==> src/sv/assert_macros.svh <==
// Assertion macros shared by the sequencer modules.
`ifndef ASSERT_MACROS_SVH
`define ASSERT_MACROS_SVH

// Same-cycle implication, disabled while reset is high.
`define CLPS_ASSERT_IMP(label, clk, rst, ante, cons, msg) \
  label: assert property (@(posedge clk) disable iff (rst) (ante) |-> (cons)) \
    else $error(msg);

// Next-cycle implication, disabled while reset is high.
`define CLPS_ASSERT_NXT(label, clk, rst, ante, cons, msg) \
  label: assert property (@(posedge clk) disable iff (rst) (ante) |=> (cons)) \
    else $error(msg);

`endif

==> src/sv/clps_pkg.sv <==
// Types, codes and constants of the chirp latency probe sequencer.
package clps_pkg;

  localparam int SAMPLE_BITS     = 24;
  localparam int CHIRP_DEPTH_DEF = 32768;
  localparam int TBL_IDX_BITS    = 15;
  localparam int POS_BITS        = 16;
  localparam int CNT_BITS        = 24;
  localparam int FADE_BITS       = 24;
  localparam int PAUSE_BITS      = 24;
  localparam int LEN_BITS        = 16;
  localparam int CFG_DATA_BITS   = 24;
  localparam int CFG_IDX_BITS    = 2;
  localparam int PHASE_BITS      = 3;

  localparam logic [SAMPLE_BITS-1:0] UNITY_GAIN = {1'b1, {(SAMPLE_BITS-1){1'b0}}};

  localparam logic [FADE_BITS-1:0]  FADE_STEP_RST    = FADE_BITS'(17440);
  localparam logic [PAUSE_BITS-1:0] PAUSE_LEN_RST    = PAUSE_BITS'(24000);
  localparam logic [LEN_BITS-1:0]   CHIRP_LEN_RST    = LEN_BITS'(8192);
  localparam logic [CNT_BITS-1:0]   DETECT_LIMIT_RST = CNT_BITS'(31200);

  typedef enum logic [1:0] {
    OP_SAMPLE = 2'd0,
    OP_START  = 2'd1,
    OP_LOAD   = 2'd2,
    OP_STOP   = 2'd3
  } op_t;

  typedef enum logic [CFG_IDX_BITS-1:0] {
    CFG_FADE_STEP    = 2'd0,
    CFG_PAUSE_LEN    = 2'd1,
    CFG_CHIRP_LEN    = 2'd2,
    CFG_DETECT_LIMIT = 2'd3
  } cfg_reg_t;

  // How the output stage forms the sample.
  typedef enum logic [1:0] {
    MODE_PASS  = 2'd0,
    MODE_SCALE = 2'd1,
    MODE_ZERO  = 2'd2,
    MODE_TABLE = 2'd3
  } mode_t;

  typedef struct packed {
    op_t                           operation;
    logic signed [SAMPLE_BITS-1:0] sample_in;
    logic [TBL_IDX_BITS-1:0]       table_index;
    logic signed [SAMPLE_BITS-1:0] table_value;
  } in_item_t;

  typedef struct packed {
    logic signed [SAMPLE_BITS-1:0] sample_out;
    logic [PHASE_BITS-1:0]         out_phase;
    logic                          detecting;
    logic                          cycle_done;
  } out_item_t;

  // Work handed from the sequencer to the output stage for one sample.
  typedef struct packed {
    mode_t                         mode;
    logic signed [SAMPLE_BITS-1:0] sample;
    logic [SAMPLE_BITS-1:0]        gain;
    logic [PHASE_BITS-1:0]         out_phase;
    logic                          detecting;
    logic                          cycle_done;
  } pipe_t;

endpackage

==> src/sv/clps_out_stage.sv <==
// Output stage: table data join, gain multiply and the registered result beat.
`include "assert_macros.svh"

module clps_out_stage
  import clps_pkg::*;
(
  input  logic                   clk,
  input  logic                   rst,
  input  logic                   push,
  input  pipe_t                  pipe_in,
  input  logic [SAMPLE_BITS-1:0] rd_data,
  output logic                   in_ready,
  output logic                   out_valid,
  input  logic                   out_ready,
  output out_item_t              out_data
);

  localparam int FRAC      = SAMPLE_BITS - 1;
  localparam int PROD_BITS = 2 * SAMPLE_BITS + 1;

  logic                          work_valid;
  pipe_t                         work;
  logic                          advance;
  logic signed [PROD_BITS-1:0]   prod;
  logic signed [SAMPLE_BITS-1:0] result;

  assign advance  = work_valid && (!out_valid || out_ready);
  assign in_ready = !work_valid || advance;

  // Arithmetic shift of the product is the floor of the scaled sample.
  assign prod = $signed(work.sample) * $signed({1'b0, work.gain});

  always_comb begin
    case (work.mode)
      MODE_PASS:  result = work.sample;
      MODE_SCALE: result = prod[SAMPLE_BITS-1+FRAC:FRAC];
      MODE_ZERO:  result = '0;
      MODE_TABLE: result = rd_data;
      default:    result = '0;
    endcase
  end

  always_ff @(posedge clk) begin
    if (rst) begin
      work_valid <= 1'b0;
      out_valid  <= 1'b0;
    end else begin
      if (push) begin
        work_valid <= 1'b1;
      end else if (advance) begin
        work_valid <= 1'b0;
      end
      if (advance) begin
        out_valid <= 1'b1;
      end else if (out_ready) begin
        out_valid <= 1'b0;
      end
    end
    if (push) begin
      work <= pipe_in;
    end
    if (advance) begin
      out_data.sample_out <= result;
      out_data.out_phase  <= work.out_phase;
      out_data.detecting  <= work.detecting;
      out_data.cycle_done <= work.cycle_done;
    end
  end

  `CLPS_ASSERT_IMP(a_push_has_room, clk, rst, push, !work_valid || advance, "push over a held beat")
  `CLPS_ASSERT_NXT(a_stall_holds, clk, rst, work_valid && out_valid && !out_ready, work_valid && $stable(work), "held beat lost")

endmodule

==> config.mk <==
export PLATFORM = sky130hd
export DESIGN_NAME = clps_out_stage
export DESIGN_NICKNAME = d
export VERILOG_FILES = /design/src/sv/clps_pkg.sv /design/src/sv/clps_out_stage.sv
export VERILOG_INCLUDE_DIRS = /design/src /design/src/sv
export SDC_FILE = /design/constraint.sdc
export NUM_CORES = 1
export LEC_CHECK = 0
export BUFFER_PORTS_ARGS = -buffer_cell sky130_fd_sc_hd__buf_2
export CAP_MARGIN = 20
export CORE_MARGIN = 4
export CORE_UTILIZATION = 47
export DETAILED_ROUTE_END_ITERATION = 8
export MAX_ROUTING_LAYER = met4
export PLACE_DENSITY_LB_ADDON = 0.08
export SLEW_MARGIN = 0
export SYNTH_ARGS = -nofsm -noshare
export SYNTH_HDL_FRONTEND = slang
export SYNTH_SLANG_ARGS = --single-unit
==> constraint.sdc <==
create_clock -name clk -period 22.4 [get_ports clk]
set_clock_uncertainty 0.15 [all_clocks]
set_input_delay 6.72 -clock clk [delete_from_list [all_inputs] [get_ports clk]]
set_output_delay 6.72 -clock clk [all_outputs]
set_load 0.02 [all_outputs]
# Yosys cells after proc, flatten, opt, wreduce, memory -nomap -nowiden

Cells that the tools add are included.

Flip-flop bits (word level): 86
Bits in latches: 0
Memory bits (writable): 0
ROM bits: 0
Input bits: 83
Output and inout port bits: 31
Logic and storage cells: 29
Memories kept: 0

Add/sub/neg operators: 0
Multiply operators: 1
Divide/modulo/power cells: 0
Magnitude comparators: 0
Equal/unequal tests: 3
Shift operators: 0
Muxes and demuxes: 5
Bitwise operators: 0
Reduce and logical (&&, ||, !) cells: 8

Operators by type and width:

| cell                                           | number |
|---|---|
| one-hot mux 24 bit (4 select lines)            | 1 |
| multiplier 24 x 25 -> 47 bit                   | 1 |
| == test 2 bit (second input constant)          | 2 |
| two-way mux 1 bit                              | 4 |
| nonzero test 2 bit                             | 2 |
| == test 2 x 1 -> 1 bit (second input constant) | 1 |
| logical NOT 1 bit                              | 2 |
| logical NOT 2 bit                              | 1 |
| logical OR 1 bit                               | 2 |
| logical AND 1 bit                              | 1 |

# Depth between registers and ports, before layout

Gate-level depths: netlist of run 1.

Depth after elaboration: 5
Depth in mapped cells: 27
Mapped depth without buffers: 25

# Worst setup path before layout of run 1

Ideal clock, no wire load.

Path type: input -> output
From: input out_ready
To: output in_ready
Arrival: 7.082 ns
Required time: 15.530 ns
Setup slack: 8.448 ns
Stages on the path: 2
Buffers on the path: 0
Cell sequence: nor2b_1 nand2_1

Cells in the longest elaborated chain, start to end: 3

Ends and longest elaborated chain:

| what              | RTL line             | source |
|---|---|---|
| start, declared   | clps_out_stage.sv:14 | `input logic out_ready,` |
| logical OR 1 bit  | clps_out_stage.sv:27 | `assign advance = work_valid && (!out_valid \|\| out_ready);` |
| logical AND 1 bit | clps_out_stage.sv:27 |  |
| logical OR 1 bit  | clps_out_stage.sv:28 | `assign in_ready = !work_valid \|\| advance;` |
| end, declared     | clps_out_stage.sv:12 | `output logic in_ready,` |

Every way passes these cells.

# Final worst setup path of run 1

Same ends and word-level chain as after synthesis.

==> results.tsv, run 1 <==
metric	value	unit
status	finished clean	
dpl ws	8.23	ns
worst path arrival time	7.31	ns
Fillers	4246	
top achievable clock speed	70.5	MHz
Worst-Skew Late Latency	0.38	ns
Final setup viols	0	
Simple-Gate Fraction of Synth Area	15.4	%
Die W	222	µm
Post-DRT Antenna Nets	0	
IO buf count	113	
period utilisation layout	63.3	%
area of the multi-input gates	0.0165	mm²
Post-CTS Repair Setup Buffers	0	
main combinational cell family by area after synthesis	adder cells	
die area	0.0494	mm²
FF+latch count, synth	86	
Wirelength per Cell	21.0	µm
post-DP HPWL	43800	µm
Worst Setup Start Kind	primary input	
mux cell area share after synthesis	0	%
CP Data Required Time	15.53	ns
Worst path slowest cell	nor2b_1	
synth unique cells	52	
Cells after DPL	2902	
Post-Layout Cell Count	2918	
worst path cell trace	buf_2, nor2b_1, nand2_1, buf_2	
DR vias/cell	5.32	
XOR/XNOR share of the synthesized area	1.10	%
antenna diode count	0	
CTS tree	built	
Post-synth EDFFs	84	
Ports	114	
area grow syn2layout	7.21	%
post-synthesis instance total	2253	
CP most frequent cell	buf_2	
CP peak stage delay	0.25	ns
WL final	61400	µm
area fraction in compound gates after synthesis	4.74	%
global route overflow	0	
first-pass GRT wire length	97200	µm
YS warnings	0	
RSZ-0062 raised after global routing	no	
adder-cell share of the synthesized area	55.3	%
initial antenna violation count	1	
number of global-route vias before repair	17329	
post-route setup TNS	0	ns
commonest cells after routing, fill and taps aside	inv_1 (544), fa_1 (481), nand2_1 (304), and2_1 (266), ha_1 (185)	
row cnt	78	
critical path class	primary input to primary output	
Slew Limit Headroom	24.4	%
max-slew violation count	0	
Crit path max-delay family	simple AND/OR/NAND/NOR gates	
Fin. Hold Viols	0	
syn nets	3002	
Total Nets Final	3062	
HP Class	flop to flop	
PnR worst setup slack	8.22	ns
ys flop type	edfxtp_1	
cts-stage hold buffer count	0	
Max Root-Sink Buffers	2	
sequential share of the synthesized area	11.9	%
most common cell after layout, fill and taps aside	inv_1	
Syn Area/Cell	9.58	µm²
via count	15522	
Final min period	14.18	ns
Async S/R FF share, synth	0	%
height of the die	222	µm
total track usage	26.4	%
Initial Utilization	47.6	%
register cell area after layout	0.00256	mm²
Pre-antenna DRT Iters	5	
pin count of the biggest net entering global routing	57	
crit path buf inv count	2	
CP endpoint kind	primary output	
GP Congestion	0.885	
H-tree depth	3	
Core Box Area	0.0454	mm²
clock buffer count from CTS	9	
DRC violations left	0	
Finished Core Util	51.0	%
# clock sinks	86	
CP max FO	4	
Synth Cell Area	0.0216	mm²
clk slew on worst S/H paths	0.07	ns
layout cells sized above 1	8.20	%
Post-CTS Resized	0	
root buffer cell	clkbuf_16	
MaxCap Viol Count	0	
DR iter-0 viols	841	
Worst-Margin Slew	1.13	ns
-- state kept, by name (all words and copies together) (netlist names) --
name,count
work,55
out_data,29
work_valid,1
out_valid,1
-- area by class of cell --
class                   count  share of cell area, %
repair buffers            165                   4.13
flip-flops and latches     86                   11.1
inverters                 544                   8.83
clock buffers               9                  0.973
well taps                 600                   3.24
multi-input cells        1507                   71.5
clock inverters             7                  0.281
-- synthesized netlist by cell type (4+ instances only) --
cell type / number / area [µm²]
xor2_1: 9 / 78.8
o21bai_1: 4 / 30.0
a31oi_1: 7 / 43.8
o21ai_0: 22 / 110
a211oi_1: 5 / 37.5
a21o_1: 18 / 135
nand2_1: 304 / 1140
edfxtp_1: 84 / 2520
nor2_1: 16 / 60.1
and2_1: 266 / 1660
fa_1: 481 / 9630
nand2b_1: 17 / 106
a22oi_1: 19 / 143
nand3_1: 14 / 70.1
a21oi_1: 35 / 175
nor3_1: 8 / 40.0
xnor2_1: 18 / 158
clkbuf_1: 112 / 420
o211ai_1: 4 / 30.0
nand4_1: 6 / 37.5
nor2b_1: 15 / 93.8
inv_1: 544 / 2040
ha_1: 185 / 2310
o21ai_1: 15 / 75.1
-- per-layer routing --
metal  global-route usage, %  vias up  wire (µm)
li1                        -     6788          -
met1                    31.0     8100      22800
met2                    47.1      494      32800
met3                    3.71      140       3720
met4                    8.50        0       2090
met5                       -        -          0
-- worst paths after layout --
check	startpoint	end	slack, ns	cells past startpoint
worst min-delay path	work[1]	out_data[1]	0.27	0
worst max-delay path	out_ready	in_ready	8.22	4
worst max register to register	work[35]	out_data[26]	14.38	23
worst min register to register	work[1]	out_data[1]	0.27	0
-- metrics by stage --
stage	hold slack, ns	cell area, µm²
after detailed placement	0.259	22800
after floorplan	0.250	21600
final	0.274	23100
after global placement	0.251	22800
after global routing	0.285	23100
after CTS	0.279	23100
-- cells by family after synthesis --
family                     count (synthesis)
AOI/OAI and AO/OA                        153
DFF                                       86
and+or+nand+nor                          661
buffers and inverters                    660
xor gates and xnor gates                  27
adders and majority gates                666
Power of run 1 is not shown: default switching activity piles up to over one toggle a cycle in this logic, so the estimate is an artifact.
==> inputs of run 2 (changes only) <==
ABC_AREA = 1   (was unset)
clock period = 12.55 ns   (was 22.4 ns; I/O delays follow)
==> run 2 against run 1 <==
Compared with the run above: utilization grew 0.32 points; register-to-register slack lost 9.0 ns; first-iteration DRC count grew 34%; hold slack lost 0.00089 ns; die area grew 6.6%; synthesized cell count grew 28%; sequential cell count is the same; critical endpoint unchanged; global-route usage grew 0.30 points.
==> results.tsv, run 2 <==
metric	value	unit
root buffer cell	clkbuf_16	
global route overflow	0	
Total Nets Final	3694	
period utilisation layout	65.0	%
Synth area leaders	fa_1 (42%), inv_1 (15%), nand2_1 (13%)	
Post-synth EDFFs	84	
row cnt	80	
CP endpoint kind	primary output	
Synth Cell Area	0.0231	mm²
Fin. Hold Viols	0	
clock buffer count from CTS	9	
CP Data Required Time	8.63	ns
Syn Area/Cell	7.97	µm²
Finished Core Util	51.3	%
ys flop type	edfxtp_1	
sequential share of the synthesized area	11.1	%
Worst-Skew Late Latency	0.39	ns
max-slew violation count	0	
Max Root-Sink Buffers	2	
Final min period	8.16	ns
critical path class	primary input to primary output	
Async S/R FF share, synth	0	%
HP Class	flop to flop	
top-count cell post-synth	inv_1	
RR Endpoint	out_data[23]	
largest registers	work: 55 flops, out_data: 29 flops	
DR vias/cell	5.00	
number of global-route vias before repair	19402	
dominant cell type by area after synthesis	fa_1	
status	finished clean	
Slew Limit Headroom	31.9	%
CP endpoint	in_ready	
RSZ-0062 raised after global routing	no	
via count	18032	
post-route setup TNS	0	ns
# clock sinks	86	
Wirelength per Cell	18.1	µm
CTS tree	built	
Post-Layout Cell Count	3608	
Core Box Area	0.0481	mm²
YS warnings	0	
height of the die	229	µm
post-synthesis instance total	2894	
total track usage	26.7	%
top achievable clock speed	123	MHz
max FFs per register	55	
RR Startpoint	work[41]	
r2r setup slk	5.40	ns
commonest cells after routing, fill and taps aside	inv_1 (897), nand2_1 (788), fa_1 (481), ha_1 (185), buf_2 (113)	
FF+latch count, synth	86	
DR iter-0 viols	1129	
Post-DRT Antenna Nets	0	
cell count of the worst reg-to-reg path	26	
syn nets	3643	
Worst Setup Start Kind	primary input	
Pre-antenna DRT Iters	5	
IO buf count	113	
area grow syn2layout	7.12	%
initial antenna violation count	0	
clk slew on worst S/H paths	0.08	ns
post-DP HPWL	52100	µm
first-pass GRT wire length	106000	µm
Reg with most FFs	work	
cts-stage hold buffer count	0	
Post-CTS Resized	0	
WL final	65400	µm
Cells after DPL	3588	
Post-CTS Repair Setup Buffers	0	
Die W	229	µm
Worst-Margin Slew	1.02	ns
Final setup viols	0	
CP max FO	3	
DRC violations left	0	
synth unique cells	38	
top cells by count, synth	inv_1 (897), nand2_1 (788), fa_1 (481)	
MaxCap Viol Count	0	
H-tree depth	3	
worst path arrival time	4.25	ns
Initial Utilization	47.9	%
Worst setup startpoint	out_ready	
GP Congestion	0.966	
Synth top area share	41.8	%
Ports	114	
layout cells sized above 1	6.95	%
die area	0.0527	mm²
placed inst area	0.0244	mm²
post-route cell area	0.0247	mm²
pin count of the biggest net entering global routing	57	
most common cell after layout, fill and taps aside	inv_1	
[run 2: changes by cell type after synthesis, moves of 19 or more]
| cell | before | now |
|---|---|---|
| and2_1 | 266 | 5 |
| a21oi_1 | 35 | 55 |
| nand2_1 | 304 | 788 |
| inv_1 | 544 | 897 |
| a22oi_1 | 19 | 0 |
| nor2_1 | 16 | 81 |
| nand3_1 | 14 | 61 |
[run 2: worst min path at each step]
stage / endpoint / cells past startpoint / from
2_1_floorplan: out_data[0] / 0 / work[0]
3_3_place_gp: out_data[4] / 0 / work[4]
3_5_place_dp: out_data[3] / 0 / work[3]
4_1_cts: out_data[4] / 0 / work[4]
5_1_grt: out_data[4] / 0 / work[4]
6_report: out_data[4] / 0 / work[4]
[run 2: final cells by class]
cell class              instances  area (µm²)
repair buffers                163         968
clock buffers                   9         225
flip-flops and latches         86        2560
multi-input cells            1782       16700
fillers                      4751       23400
diodes                          2        5.00
well taps                     656         821
clock inverters                 7        73.8
inverters                     903        3390
[run 2: worst max-delay path, cell delays in order]
cell	delay, ns
buf_2	0.10
inv_1	0.11
nand3_1	0.10
buf_2	0.17
[run 2: per-layer routing]
layer	vias to the layer above	wire length [µm]	track usage (%)
met2	549	31700	43.9
li1	8299	-	-
met4	0	1660	6.75
met3	101	3830	3.76
met5	-	0	-
met1	9083	28200	35.3
[run 2: cells by family (layout without fill, tap and decap cells)]
logic type	count (synthesis)	count (layout)	share of synthesized area [%]
and+or+nand+nor	991	991	17.2
buffers and inverters	1026	1082	16.7
xor gates and xnor gates	2	2	0.0760
AOI/OAI and AO/OA	123	123	3.14
adders and majority gates	666	666	51.8
DFF	86	86	11.1
other	0	2	0
[run 2: per-stage QoR]
stage | hold slack (ns) | setup WS (ns)
2_1_floorplan | 0.250 | 4.61
3_3_place_gp | 0.251 | 4.37
3_5_place_dp | 0.258 | 4.39
4_1_cts | 0.274 | 4.39
5_1_grt | 0.276 | 4.35
6_report | 0.274 | 4.39
Power of run 2 is left out for the same reason.
