--- src/sv/assert_macros.svh ---
// Assertion macros shared by the sequencer modules.
`ifndef ASSERT_MACROS_SVH
`define ASSERT_MACROS_SVH

// Same-cycle implication, disabled while reset is high.
`define CLPS_ASSERT_IMP(label, clk, rst, ante, cons, msg) \
  label: assert property (@(posedge clk) disable iff (rst) (ante) |-> (cons)) \
    else $error(msg);

// Next-cycle implication, disabled while reset is high.
`define CLPS_ASSERT_NXT(label, clk, rst, ante, cons, msg) \
  label: assert property (@(posedge clk) disable iff (rst) (ante) |=> (cons)) \
    else $error(msg);

`endif

--- src/sv/clps_pkg.sv ---
// Types, codes and constants of the chirp latency probe sequencer.
package clps_pkg;

  localparam int SAMPLE_BITS     = 24;
  localparam int CHIRP_DEPTH_DEF = 32768;
  localparam int TBL_IDX_BITS    = 15;
  localparam int POS_BITS        = 16;
  localparam int CNT_BITS        = 24;
  localparam int FADE_BITS       = 24;
  localparam int PAUSE_BITS      = 24;
  localparam int LEN_BITS        = 16;
  localparam int CFG_DATA_BITS   = 24;
  localparam int CFG_IDX_BITS    = 2;
  localparam int PHASE_BITS      = 3;

  localparam logic [SAMPLE_BITS-1:0] UNITY_GAIN = {1'b1, {(SAMPLE_BITS-1){1'b0}}};

  localparam logic [FADE_BITS-1:0]  FADE_STEP_RST    = FADE_BITS'(17440);
  localparam logic [PAUSE_BITS-1:0] PAUSE_LEN_RST    = PAUSE_BITS'(24000);
  localparam logic [LEN_BITS-1:0]   CHIRP_LEN_RST    = LEN_BITS'(8192);
  localparam logic [CNT_BITS-1:0]   DETECT_LIMIT_RST = CNT_BITS'(31200);

  typedef enum logic [1:0] {
    OP_SAMPLE = 2'd0,
    OP_START  = 2'd1,
    OP_LOAD   = 2'd2,
    OP_STOP   = 2'd3
  } op_t;

  typedef enum logic [CFG_IDX_BITS-1:0] {
    CFG_FADE_STEP    = 2'd0,
    CFG_PAUSE_LEN    = 2'd1,
    CFG_CHIRP_LEN    = 2'd2,
    CFG_DETECT_LIMIT = 2'd3
  } cfg_reg_t;

  // How the output stage forms the sample.
  typedef enum logic [1:0] {
    MODE_PASS  = 2'd0,
    MODE_SCALE = 2'd1,
    MODE_ZERO  = 2'd2,
    MODE_TABLE = 2'd3
  } mode_t;

  typedef struct packed {
    op_t                           operation;
    logic signed [SAMPLE_BITS-1:0] sample_in;
    logic [TBL_IDX_BITS-1:0]       table_index;
    logic signed [SAMPLE_BITS-1:0] table_value;
  } in_item_t;

  typedef struct packed {
    logic signed [SAMPLE_BITS-1:0] sample_out;
    logic [PHASE_BITS-1:0]         out_phase;
    logic                          detecting;
    logic                          cycle_done;
  } out_item_t;

  // Work handed from the sequencer to the output stage for one sample.
  typedef struct packed {
    mode_t                         mode;
    logic signed [SAMPLE_BITS-1:0] sample;
    logic [SAMPLE_BITS-1:0]        gain;
    logic [PHASE_BITS-1:0]         out_phase;
    logic                          detecting;
    logic                          cycle_done;
  } pipe_t;

endpackage

--- src/sv/clps_ctrl.sv ---
// Sequencer state, configuration registers and per-beat state update.
`include "assert_macros.svh"

module clps_ctrl
  import clps_pkg::*;
#(
  parameter int CHIRP_DEPTH = CHIRP_DEPTH_DEF,
  localparam int AW = $clog2(CHIRP_DEPTH)
) (
  input  logic                     clk,
  input  logic                     rst,
  input  logic                     cfg_write_en,
  input  logic [CFG_IDX_BITS-1:0]  cfg_index,
  input  logic [CFG_DATA_BITS-1:0] cfg_data,
  input  logic                     accept,
  input  in_item_t                 item,
  output logic                     push,
  output pipe_t                    pipe,
  output logic                     tbl_we,
  output logic [AW-1:0]            tbl_waddr,
  output logic [SAMPLE_BITS-1:0]   tbl_wdata,
  output logic                     tbl_re,
  output logic [AW-1:0]            tbl_raddr
);

  localparam int EXT_BITS = POS_BITS + 1;
  localparam int FO_BITS  = SAMPLE_BITS + 2;
  localparam int FI_BITS  = SAMPLE_BITS + 1;
  localparam logic [EXT_BITS-1:0] DEPTH_EXT = EXT_BITS'(CHIRP_DEPTH);

  typedef enum logic [PHASE_BITS-1:0] {
    PH_BYPASS  = 3'd0,
    PH_FADEOUT = 3'd1,
    PH_PAUSE   = 3'd2,
    PH_EMIT    = 3'd3,
    PH_FADEIN  = 3'd4
  } phase_t;

  logic [FADE_BITS-1:0]   fade_step;
  logic [PAUSE_BITS-1:0]  pause_len;
  logic [LEN_BITS-1:0]    chirp_len;
  logic [CNT_BITS-1:0]    detect_limit;

  phase_t                 phase, phase_next;
  logic                   detect_active, detect_active_next;
  logic                   complete_flag, complete_flag_next;
  logic [SAMPLE_BITS-1:0] gain, gain_next;
  logic [PAUSE_BITS-1:0]  pause_left, pause_left_next;
  logic [POS_BITS-1:0]    emit_pos, emit_pos_next;
  logic [CNT_BITS-1:0]    detect_count, detect_count_next;

  logic [FO_BITS-1:0]     fade_down;
  logic [FI_BITS-1:0]     fade_up;
  logic [EXT_BITS-1:0]    play_lim;
  logic [EXT_BITS-1:0]    pos_ext;
  logic [EXT_BITS-1:0]    idx_ext;
  mode_t                  mode;
  logic                   handled;

  assign fade_down = FO_BITS'(gain) - FO_BITS'(fade_step);
  assign fade_up   = FI_BITS'(gain) + FI_BITS'(fade_step);
  assign play_lim  = (EXT_BITS'(chirp_len) < DEPTH_EXT) ? EXT_BITS'(chirp_len) : DEPTH_EXT;

  assign idx_ext   = EXT_BITS'(item.table_index);
  assign tbl_we    = accept && (item.operation == OP_LOAD) && (idx_ext < DEPTH_EXT);
  assign tbl_waddr = idx_ext[AW-1:0];
  assign tbl_wdata = item.table_value;

  assign push      = accept && (item.operation == OP_SAMPLE);

  // The sample walks through the phases in order; a phase that finishes on
  // this sample hands the same sample to the next phase.
  always_comb begin
    phase_next         = phase;
    detect_active_next = detect_active;
    complete_flag_next = complete_flag;
    gain_next          = gain;
    pause_left_next    = pause_left;
    emit_pos_next      = emit_pos;
    detect_count_next  = detect_count;
    mode               = MODE_PASS;
    handled            = 1'b0;
    pos_ext            = '0;

    case (item.operation)
      OP_START: begin
        if (phase == PH_BYPASS) begin
          phase_next         = PH_FADEOUT;
          complete_flag_next = 1'b0;
        end
      end
      OP_STOP: begin
        if (detect_active) begin
          detect_active_next = 1'b0;
          phase_next         = PH_FADEIN;
          complete_flag_next = 1'b1;
        end
      end
      OP_SAMPLE: begin
        if (detect_active) begin
          if (detect_count != '1) begin
            detect_count_next = detect_count + CNT_BITS'(1);
          end
          if (detect_count_next >= detect_limit) begin
            detect_active_next = 1'b0;
            phase_next         = PH_FADEIN;
            complete_flag_next = 1'b1;
          end
        end

        case (phase_next)
          PH_BYPASS, PH_FADEOUT, PH_PAUSE, PH_EMIT, PH_FADEIN: ;
          default: phase_next = PH_BYPASS;
        endcase

        if (phase_next == PH_FADEOUT) begin
          if (fade_down[FO_BITS-1] || (fade_down == '0)) begin
            gain_next       = '0;
            pause_left_next = pause_len;
            phase_next      = PH_PAUSE;
          end else begin
            gain_next = fade_down[SAMPLE_BITS-1:0];
            mode      = MODE_SCALE;
            handled   = 1'b1;
          end
        end

        if (!handled && (phase_next == PH_PAUSE)) begin
          if (pause_left_next != '0) begin
            mode            = MODE_ZERO;
            pause_left_next = pause_left_next - PAUSE_BITS'(1);
            handled         = 1'b1;
          end
          if (pause_left_next == '0) begin
            emit_pos_next      = '0;
            phase_next         = PH_EMIT;
            detect_active_next = 1'b1;
            detect_count_next  = '0;
          end
        end

        if (!handled && (phase_next == PH_EMIT)) begin
          pos_ext = EXT_BITS'(emit_pos_next);
          if (pos_ext < play_lim) begin
            mode          = MODE_TABLE;
            emit_pos_next = emit_pos_next + POS_BITS'(1);
          end else begin
            mode = MODE_ZERO;
          end
          handled = 1'b1;
        end

        if (!handled && (phase_next == PH_FADEIN)) begin
          if (fade_up >= FI_BITS'(UNITY_GAIN)) begin
            gain_next  = UNITY_GAIN;
            phase_next = PH_BYPASS;
          end else begin
            gain_next = fade_up[SAMPLE_BITS-1:0];
            mode      = MODE_SCALE;
          end
        end
      end
      default: ;
    endcase
  end

  assign tbl_re    = push && (mode == MODE_TABLE);
  assign tbl_raddr = pos_ext[AW-1:0];

  assign pipe.mode       = mode;
  assign pipe.sample     = item.sample_in;
  assign pipe.gain       = gain_next;
  assign pipe.out_phase  = PHASE_BITS'(phase_next);
  assign pipe.detecting  = detect_active_next;
  assign pipe.cycle_done = complete_flag_next;

  always_ff @(posedge clk) begin
    if (rst) begin
      fade_step     <= FADE_STEP_RST;
      pause_len     <= PAUSE_LEN_RST;
      chirp_len     <= CHIRP_LEN_RST;
      detect_limit  <= DETECT_LIMIT_RST;
      phase         <= PH_BYPASS;
      detect_active <= 1'b0;
      complete_flag <= 1'b0;
      gain          <= UNITY_GAIN;
      pause_left    <= '0;
      emit_pos      <= '0;
      detect_count  <= '0;
    end else begin
      if (cfg_write_en) begin
        case (cfg_index)
          CFG_FADE_STEP:    fade_step    <= cfg_data[FADE_BITS-1:0];
          CFG_PAUSE_LEN:    pause_len    <= cfg_data[PAUSE_BITS-1:0];
          CFG_CHIRP_LEN:    chirp_len    <= cfg_data[LEN_BITS-1:0];
          CFG_DETECT_LIMIT: detect_limit <= cfg_data[CNT_BITS-1:0];
          default: ;
        endcase
      end
      if (accept) begin
        phase         <= phase_next;
        detect_active <= detect_active_next;
        complete_flag <= complete_flag_next;
        gain          <= gain_next;
        pause_left    <= pause_left_next;
        emit_pos      <= emit_pos_next;
        detect_count  <= detect_count_next;
      end
    end
  end

  `CLPS_ASSERT_IMP(a_detect_in_emit, clk, rst, detect_active, phase == PH_EMIT, "detection outside emit")
  `CLPS_ASSERT_IMP(a_pause_muted, clk, rst, phase == PH_PAUSE, gain == '0, "gain not zero in pause")
  `CLPS_ASSERT_IMP(a_bypass_unity, clk, rst, phase == PH_BYPASS, gain == UNITY_GAIN, "bypass below unity")

endmodule

--- config.mk ---
export PLATFORM = sky130hd
export DESIGN_NAME = clps_ctrl
export DESIGN_NICKNAME = d
export VERILOG_FILES = /design/src/sv/clps_pkg.sv /design/src/sv/clps_ctrl.sv
export VERILOG_INCLUDE_DIRS = /design/src /design/src/sv
export SDC_FILE = /design/constraint.sdc
export NUM_CORES = 1
export LEC_CHECK = 0
export BUFFER_PORTS_ARGS = -buffer_cell sky130_fd_sc_hd__buf_2
export CAP_MARGIN = 30
export CORE_MARGIN = 1
export CORE_UTILIZATION = 55
export DETAILED_ROUTE_END_ITERATION = 7
export PLACE_DENSITY = 0.77
export SYNTH_ARGS = -nofsm -noshare
export SYNTH_HDL_FRONTEND = slang
export SYNTH_SLANG_ARGS = --single-unit
--- constraint.sdc ---
create_clock -name clk -period 34.6 [get_ports clk]
set_input_delay 6.92 -clock clk [delete_from_list [all_inputs] [get_ports clk]]
set_output_delay 6.92 -clock clk [all_outputs]
set_load 0.05 [all_outputs]
# ---- After elaboration in Yosys (flattened, before gate mapping)
# Index checks and enable logic that the tools add are counted.
dict set report word_totals {
  regBits 181
  input_bits 95
  out_inout_bits 112
  wordCells 130
}
dict set report classes {
  add_sub_neg 5
  order_cmp 5
  eq_ne 16
  mux 69
  n_reduce_logical 24
}
# operator n
set ops {}
lappend ops {{$mux W24} 18}
lappend ops {{$mux W16} 6}
lappend ops {{$mux W3} 15}
lappend ops {{$mux W15} 2}
lappend ops {{$logic_not A26 Y1} 1}
lappend ops {{$add A24 B24 Y25} 1}
lappend ops {{$ge A25 B24 Y1 const B} 1}
lappend ops {{$sub A24 B24 Y25} 1}
lappend ops {{$add A24 B1 Y24 const B} 1}
lappend ops {{$ge A24 B24 Y1} 1}
lappend ops {{$logic_not A24 Y1} 1}
lappend ops {{$ne A24 B24 Y1 const B} 1}
lappend ops {{$reduce_bool A24 Y1} 1}
lappend ops {{$sub A24 B1 Y24 const B} 1}
lappend ops {{$mux W1} 19}
lappend ops {{$add A16 B1 Y16 const B} 1}
lappend ops {{$lt A15 B16 Y1 const B} 1}
lappend ops {{$lt A16 B16 Y1} 1}
lappend ops {{$lt A16 B16 Y1 const B} 1}
lappend ops {{$eq A3 B2 Y1 const B} 4}
lappend ops {{$mux W2} 6}
lappend ops {{$eq A2 B2 Y1 const B} 5}
lappend ops {{$reduce_and A2 Y1} 5}
lappend ops {{$pmux W3 S3} 1}
lappend ops {{other kinds (11)} 24}

# ---- Logic depth before layout (Yosys ltp)
# Gate-level depths: netlist of the first run.
dict set report depth {
  ltp_word 33
  ltp_mapped 61
  mapped_depth_nobuf 52
}

# ---- Worst setup path before layout of the first run
# OpenSTA, ideal clock, no wires.
dict set report synth_timing {
  kind {register -> output}
  from {register detect_count[10]}
  to {output tbl_re}
  arrival_time_ps 11563
  required_time_ps 27680
  slack_ps 16117
  path_stages_with_launch 58
  path_buffers 9
  cell_sequence {dfxtp_1 -> and4_1 -> and3_1 -> nand3_1 -> nor2_1 -> nand2_1 -> and4_1 -> and3_1 -> and3_1 -> clkbuf_1 -> nand2_1 -> nor2_1 -> and3_1 -> clkbuf_1 -> nand2_1 -> nor2_1 -> xor2_1 -> ha_1 -> [... 22 more ...] -> a2111oi_4 -> clkbuf_1 -> clkbuf_1 -> clkbuf_1 -> nor2b_1 -> ha_1 -> nor2b_1 -> o21ai_0 -> nand2b_1 -> a21oi_1 -> nor2b_1 -> o21ai_0 -> nand2b_1 -> a221oi_1 -> and3_1 -> o21a_1 -> a21boi_0 -> a211oi_1}
}
dict set report synth_via {
  elab_chain_cells 33
  elab_cells_between_ends 62
  classes_between {2 x add/sub; 2 x order compare; 10 x eq/ne; 37 x mux; 11 x reduce/logical}
}
# item line
set synth_lines {}
lappend synth_lines {{from (decl)} clps_ctrl.sv:50} ;# logic [CNT_BITS-1:0] detect_count, detect_count_next;
lappend synth_lines {{from (signal assigned)} clps_ctrl.sv:207} ;# detect_count <= detect_count_next;
lappend synth_lines {{$add A24 B1 Y24 / $ne A24 B24 Y1 (equally long branches)} {clps_ctrl.sv:102, clps_ctrl.sv:101}}
lappend synth_lines {{$mux W24 (*)} clps_ctrl.sv:101} ;# if (detect_count != '1) begin
lappend synth_lines {{$mux W24 (*)} clps_ctrl.sv:100} ;# if (detect_active) begin
lappend synth_lines {{$mux W24 (*)} clps_ctrl.sv:85} ;# case (item.operation)
lappend synth_lines {{$ge A24 B24 Y1 (*)} clps_ctrl.sv:104} ;# if (detect_count_next >= detect_limit) begin
lappend synth_lines {{$mux W3 (*)} clps_ctrl.sv:104}
lappend synth_lines {{$mux W3 (*)} clps_ctrl.sv:100}
lappend synth_lines {{$mux W3 (*)} clps_ctrl.sv:85}
lappend synth_lines {{$eq A3 B1 Y1, or another cell as far along} clps_ctrl.sv:111} ;# case (phase_next)
lappend synth_lines {{$reduce_or A5 Y1} clps_ctrl.sv:111}
lappend synth_lines {{$mux W3 (*)} clps_ctrl.sv:111}
lappend synth_lines {{$mux W3 (*)} clps_ctrl.sv:85}
lappend synth_lines {{branches (longest 17 deep; another with $sub A24 B1 Y24)} --}
lappend synth_lines {{$mux W2 (*)} clps_ctrl.sv:153} ;# if (!handled && (phase_next == PH_FADEIN)) begin
lappend synth_lines {{$mux W2 (*)} clps_ctrl.sv:85}
lappend synth_lines {{$eq A2 B2 Y1 (*)} clps_ctrl.sv:167} ;# assign tbl_re = push && (mode == MODE_TABLE);
lappend synth_lines {{$logic_and A1 B1 Y1 (*)} clps_ctrl.sv:167}
lappend synth_lines {{to (decl)} clps_ctrl.sv:22} ;# output logic tbl_re,
# Every way passes the cells marked *. The select of a mux whose other input is x is not followed.

# ---- Worst setup path after layout of the first run
# Ends and elaborated chain as after synthesis.

==> results of run 1 <==
[kinds of logic (layout without fill, tap and decap cells)]
| family | after synthesis | in the layout | share of synthesized area [%] |
|---|---|---|---|
| DFF | 181 | 181 | 24.5 |
| xor gates and xnor gates | 99 | 99 | 5.86 |
| adders and majority gates | 97 | 97 | 8.31 |
| AOI/OAI and AO/OA | 526 | 526 | 22.7 |
| and+or+nand+nor | 829 | 829 | 25.8 |
| buffers and inverters | 304 | 235 | 9.58 |
| muxes | 47 | 47 | 3.28 |
[report_power, final]
| group | total (mW) | internal [mW] | switching [mW] |
|---|---|---|---|
| registers | 0.220 | 0.213 | 0.00624 |
| logic | 0.101 | 0.0322 | 0.0689 |
| clock network | 0.196 | 0.0969 | 0.0991 |
[worst max-delay path by stage]
stage	to	start	slack, ns
5_1_grt	tbl_re	detect_count[10]	14.03
3_5_place_dp	tbl_re	detect_count[10]	15.85
2_1_floorplan	tbl_re	detect_count[10]	16.12
4_1_cts	tbl_re	detect_count[10]	15.32
6_report	tbl_re	detect_count[10]	15.19
3_3_place_gp	tbl_re	detect_count[10]	16.15
[stage by stage]
step / hold WS, ns / instances
after floorplan: 0.436 / 2083
after global placement: 0.443 / 2315
after detailed placement: 0.448 / 2316
after CTS: 0.463 / 2348
after global routing: 0.488 / 2349
final: 0.460 / 2349
[registers in the layout, summed over array words and instances (netlist names)]
name           count
detect_count      24
chirp_len         16
pause_len         24
detect_limit      24
phase              3
emit_pos          16
pause_left        24
detect_active      1
complete_flag      1
fade_step         24
gain              24
[routing by layer]
layer  wire [um]  track usage, %  part of all wire [%]  up-vias
li1            -               -                     -     7016
met1       19300            40.7                    45     6764
met2       20200            51.5                    47      602
met3        2970            3.65                   6.9       76
met4         840            10.0                   1.9        0
met5           0               0                     0        -
[area by class of cell]
cell class | count | area (sq um) | share of cell area [%]
Clock inverter | 14 | 156 | 1.02
Multi-Input combinational cell | 1598 | 9770 | 63.6
Sequential cell | 181 | 3620 | 23.6
Clock buffer | 18 | 429 | 2.80
Inverter | 107 | 402 | 2.62
Timing Repair Buffer | 96 | 551 | 3.59
Tap cell | 335 | 419 | 2.73
[cells in the final DEF (no fill, tap or decap), drive strengths merged, types with 28 or more instances in the layout]
cell	synthesis	routed
mux2i	35	35
xnor2	51	51
nor2b	31	31
inv	107	114
nor2	210	210
o211ai	28	28
a21oi	201	201
xor2	48	48
buf	89	96
o21ai	103	103
dfxtp	181	181
nor3	45	45
nand3	48	48
ha	95	95
nand2	343	343
[worst register-to-register path, delay by kind of cell, from the launching register on]
family                     cells  cell delay (ns)
xor gates and xnor gates       2             0.35
buffers and inverters          3             1.09
muxes                          2             0.58
and+or+nand+nor               25             4.83
AOI/OAI and AO/OA             17             4.06
adders and majority gates      3             0.98
DFF                            1             0.36
==> flow_summary.json, run 1 <==
{
  "finalWeightedCongestion": 0.996,
  "hold_path_end": "detect_limit[15]",
  "grt_setup_unrepaired": "false",
  "violations": "design-rule violations",
  "via_count": 14500,
  "cp.buffers_inverters": 4,
  "synth_edf_count": 0,
  "synth_cell_types": 81,
  "critPathTopFamily": "compound AO/OA/AOI/OAI gates",
  "cts_resized": 0,
  "ant_nets": 0,
  "drv_slew": 0,
  "setup_tns_ns": 0,
  "status": "complete, but fails checks",
  "grt_start_max_net_pins": 98,
  "clock_skew_ns": 0.0186,
  "synth-seq-cells": 181,
  "r2r_start": "detect_count[10]",
  "syn_area_per_cell_sq_um": 7.10,
  "grt_pass1_vias": 13400,
  "powerDensity_nw_per_um2": 33.7,
  "worst_path_max_delay_cell": "a311oi_1",
  "finalPower_mw": 0.517,
  "dieArea_sq_um": 27500,
  "clock_path_buffers": 2,
  "stdcell_area_sq_um": 15400,
  "rows": 59,
  "dp_slack_ns": 15.85,
  "ir_worst_vdd_mv": 0.0278,
  "path_clk_slew_ns": 0.08,
  "synth_top_cell_by_area": "dfxtp_1",
  "syn_nets": 2275,
  "critical_path_class": "reg2out",
  "relSlewSlack_pct": 27.8,
  "final_net_count": 2193,
  "fmax_mhz": 51.5,
  "worstPathRequired_ns": 27.68,
  "dp_hpwl_um": 31500,
  "worst_setup_path_end_kind": "primary output",
  "start_util_pct": 56.4,
  "routed_via_density": 6.15,
  "worst_pin_slew_ns": 1.08,
  "p_leak_nw": 6.43,
  "critPathLaunchType": "register",
  "cts_buffers": 17,
  "syn_inst": 2083,
  "timing.final.crit_share_pct": 56.1,
  "ctsHoldBuffers": 0,
  "port_buffers": 80,
  "antenna_found_initial": 0,
  "totalWireLength_um": 43300,
  "ff2ff_path_depth": 52,
  "track_usage_pct": 30.6,
  "core-area_sq_um": 26200,
  "nFillCells": 2459,
  "cap_violations": 0,
  "synth_area_leaders": "dfxtp_1, nand2_1, ha_1, a21oi_1, nor2_1",
  "drive_gt1_share_pct": 8.39,
  "grt_first_pass_wirelength_um": 69100,
  "ys_seq_area_share_pct": 24.5,
  "r2r_slack_ns": 22.30,
  "drc": 16,
  "post-route-util_pct": 58.6,
  "crit_fanout": 60,
  "cp_slowest_stage_delay_ns": 0.83,
  "gr-total-overflow": 0,
  "clkLatencyLatePin_ns": 0.44,
  "fin_ws_ns": 15.19,
  "crit_top_cell": "and3_1",
  "drt_first_pass_iters": 7,
  "hold_viol": 0,
  "r2r-end": "emit_pos[13]",
  "htreeDepth": 4,
  "synth_top_area_share_pct": 24.5,
  "dieHeight_um": 166,
  "root_buffer": "clkbuf_16",
  "placed_area_sq_um": 14700,
  "drtIter0Drc": 1425,
  "syn_to_final_growth_pct": 3.83,
  "hp-start": "detect_limit[15]",
  "postCtsSetupBuffers": 0,
  "synth_area_sq_um": 14800,
  "cp.arrival_ns": 12.49,
  "fin_crit_ns": 19.41,
  "yosysMostFrequentCell": "nand2_1",
  "cts.sink_count": 181,
  "setup_violations": 0,
  "whs_path_depth": 2,
  "netlist_top_cells_count": "nand2_1, nor2_1, a21oi_1, dfxtp_1, clkbuf_1",
  "n_antenna_cell": 0,
  "die_w_um": 166,
  "wl_per_cell_um": 18.4,
  "cts_tree": "yes",
  "synth_flop_cell": "dfxtp_1",
  "hold_path_class": "reg2reg",
  "path_depth": 52,
  "synth_warnings": 0,
  "ys_async_sr_fraction_pct": 0,
  "io_pins": 207
}
Power figures use the tool's default switching activity.
==> run 2: changes to the inputs <==
CORE_UTILIZATION = 54   (was 55)
PLACE_DENSITY = 0.79   (was 0.77)
clock period = 16.2 ns   (was 34.6 ns; I/O delays follow)
==> run 2 against run 1 <==
Compared with the run above:
- the run now ends clean
- sequential cell count unchanged
- first-iteration DRC count rose by 6.6%
- sequential share of layout area down 0.098 points
- critical path type unchanged
- largest cell class unchanged
==> flow_summary.json, run 2 (same netlist as run 1, synthesis figures left out) <==
{
  "status": "finished, final reports clean",
  "dp_slack_ns": 1.25,
  "final_cell_mix": "nand2_1, nor2_1, a21oi_1, dfxtp_1, inv_1",
  "drt_first_pass_iters": 6,
  "fin_ws_ns": 1.07,
  "via_count": 14700,
  "start_util_pct": 55.0,
  "r2r-end": "emit_pos[9]",
  "startpoint": "detect_count[10]",
  "powerDensity_nw_per_um2": 73.7,
  "final_net_count": 2196,
  "dieHeight_um": 167,
  "ctsHoldBuffers": 0,
  "cts.sink_count": 181,
  "switching_share_pct": 32.9,
  "hold_viol": 0,
  "rows": 60,
  "grt_pass1_vias": 13500,
  "p_sw_mw": 0.373,
  "cts_buffers": 17,
  "clock_skew_ns": 0.0184,
  "timing.final.crit_share_pct": 93.4,
  "worst_pin_slew_ns": 1.00,
  "post-route-util_pct": 57.4,
  "ant_nets": 0,
  "worst_path_max_delay_cell": "a2111oi_1",
  "stdcell_area_sq_um": 15400,
  "die_w_um": 167,
  "fin_hold_ws_ns": 0.458,
  "wl_per_cell_um": 18.6,
  "drv_slew": 0,
  "cts_tree": "yes",
  "r2r_slack_ns": 4.53,
  "place_inst": 2322,
  "fin_crit_ns": 15.13,
  "nFillCells": 2520,
  "seq_power_share_pct": 41.4,
  "cp.arrival_ns": 11.89,
  "path_clk_slew_ns": 0.08,
  "layoutNonFillerInstCount": 2358,
  "critPathLaunchType": "register",
  "combPwrFrac_pct": 19.0,
  "htreeDepth": 4,
  "gr-total-overflow": 0,
  "p_leak_nw": 6.47,
  "intPower_mw": 0.762,
  "syn_to_final_growth_pct": 4.26,
  "setup_violations": 0,
  "crit_top_cell": "and3_1",
  "clock_power_share_pct": 39.7,
  "dp_hpwl_um": 32500,
  "worstPathRequired_ns": 12.96,
  "totalWireLength_um": 43900,
  "n_antenna_cell": 0,
  "grt_start_max_net_pins": 89,
  "ff2ff_path_depth": 52,
  "routed_via_density": 6.22,
  "setup_tns_ns": 0,
  "setup.worst_path.end": "tbl_re",
  "track_usage_pct": 30.7,
  "antenna_found_initial": 0,
  "grt_first_pass_wirelength_um": 70100,
  "r2r_start": "detect_count[10]",
  "grt_setup_unrepaired": "false",
  "io_pins": 207,
  "port_buffers": 80,
  "finalWeightedCongestion": 0.964,
  "ir_worst_vdd_mv": 0.0515,
  "root_buffer": "clkbuf_16",
  "mostFrequentLayoutCell": "nand2_1",
  "cp_slowest_stage_delay_ns": 0.65,
  "cp.buffers_inverters": 4,
  "fmax_mhz": 66.1,
  "drtIter0Drc": 1519,
  "critical_path_class": "reg2out",
  "worst_setup_path_end_kind": "primary output",
  "crit_fanout": 41,
  "cap_violations": 0,
  "clock_path_buffers": 2,
  "critPathTopFamily": "compound AO/OA/AOI/OAI gates",
  "drive_gt1_share_pct": 8.63,
  "drc": 0,
  "relSlewSlack_pct": 32.8,
  "finalPower_mw": 1.14,
  "dieArea_sq_um": 28000,
  "core-area_sq_um": 26900,
  "clkLatencyLatePin_ns": 0.44,
  "path_depth": 52,
  "hold_path_class": "reg2reg",
  "placed_area_sq_um": 14700
}
==> run 2: worst min-delay path by stage <==
stage / startpoint / end / slack (ns) / cells past startpoint
floorplan: detect_limit[10] / detect_limit[10] / 0.44 / 2
global placement: detect_limit[10] / detect_limit[10] / 0.44 / 2
detailed placement: detect_limit[9] / detect_limit[9] / 0.45 / 2
CTS: chirp_len[14] / chirp_len[14] / 0.46 / 2
global route: detect_limit[22] / detect_limit[22] / 0.48 / 2
finish: chirp_len[14] / chirp_len[14] / 0.46 / 2
==> run 2: cell type report <==
| class | count | area (sq um) | share of cell area (%) |
|---|---|---|---|
| Timing Repair Buffer | 99 | 553 | 3.59 |
| Tap cell | 341 | 427 | 2.77 |
| Inverter | 107 | 402 | 2.61 |
| Clock buffer | 17 | 425 | 2.76 |
| Multi-Input combinational cell | 1598 | 9780 | 63.4 |
| Clock inverter | 15 | 208 | 1.35 |
| Sequential cell | 181 | 3620 | 23.5 |
==> run 2: what timing repair did <==
action,4_1_cts,5_1_grt
resized for setup,0,1
endpoints found under the setup margin,0,2
setup buffers,0,3
==> run 2: layer usage <==
layer | vias up | global-route usage (%) | routed length [um] | share of wire, %
met5 | - | 0 | 0 | 0
met3 | 106 | 3.64 | 3340 | 7.6
met2 | 664 | 51.0 | 20500 | 47
met4 | 0 | 11.6 | 1200 | 2.7
li1 | 7020 | - | - | -
met1 | 6867 | 40.7 | 18900 | 43
==> run 2: power groups by stage <==
stage / logic, mW / clock network [mW] / registers [mW]
global route: 0.234 / 0.470 / 0.471
global placement: 0.207 / 0 / 0.479
detailed placement: 0.210 / 0 / 0.480
floorplan: 0.200 / 0 / 0.473
CTS: 0.211 / 0.453 / 0.469
finish: 0.215 / 0.450 / 0.470
==> run 2: worst reg2reg max path, delay by kind of cell (launching register included) <==
kind                     cells  cell delay (ns)
AND/OR/NAND/NOR             25             4.76
AO/OA/AOI/OAI               17             3.95
adder cells (fa/ha/maj)      3             0.95
buffers and inverters        3             0.67
multiplexers                 2             0.55
flip-flops                   1             0.36
XOR/XNOR                     2             0.35
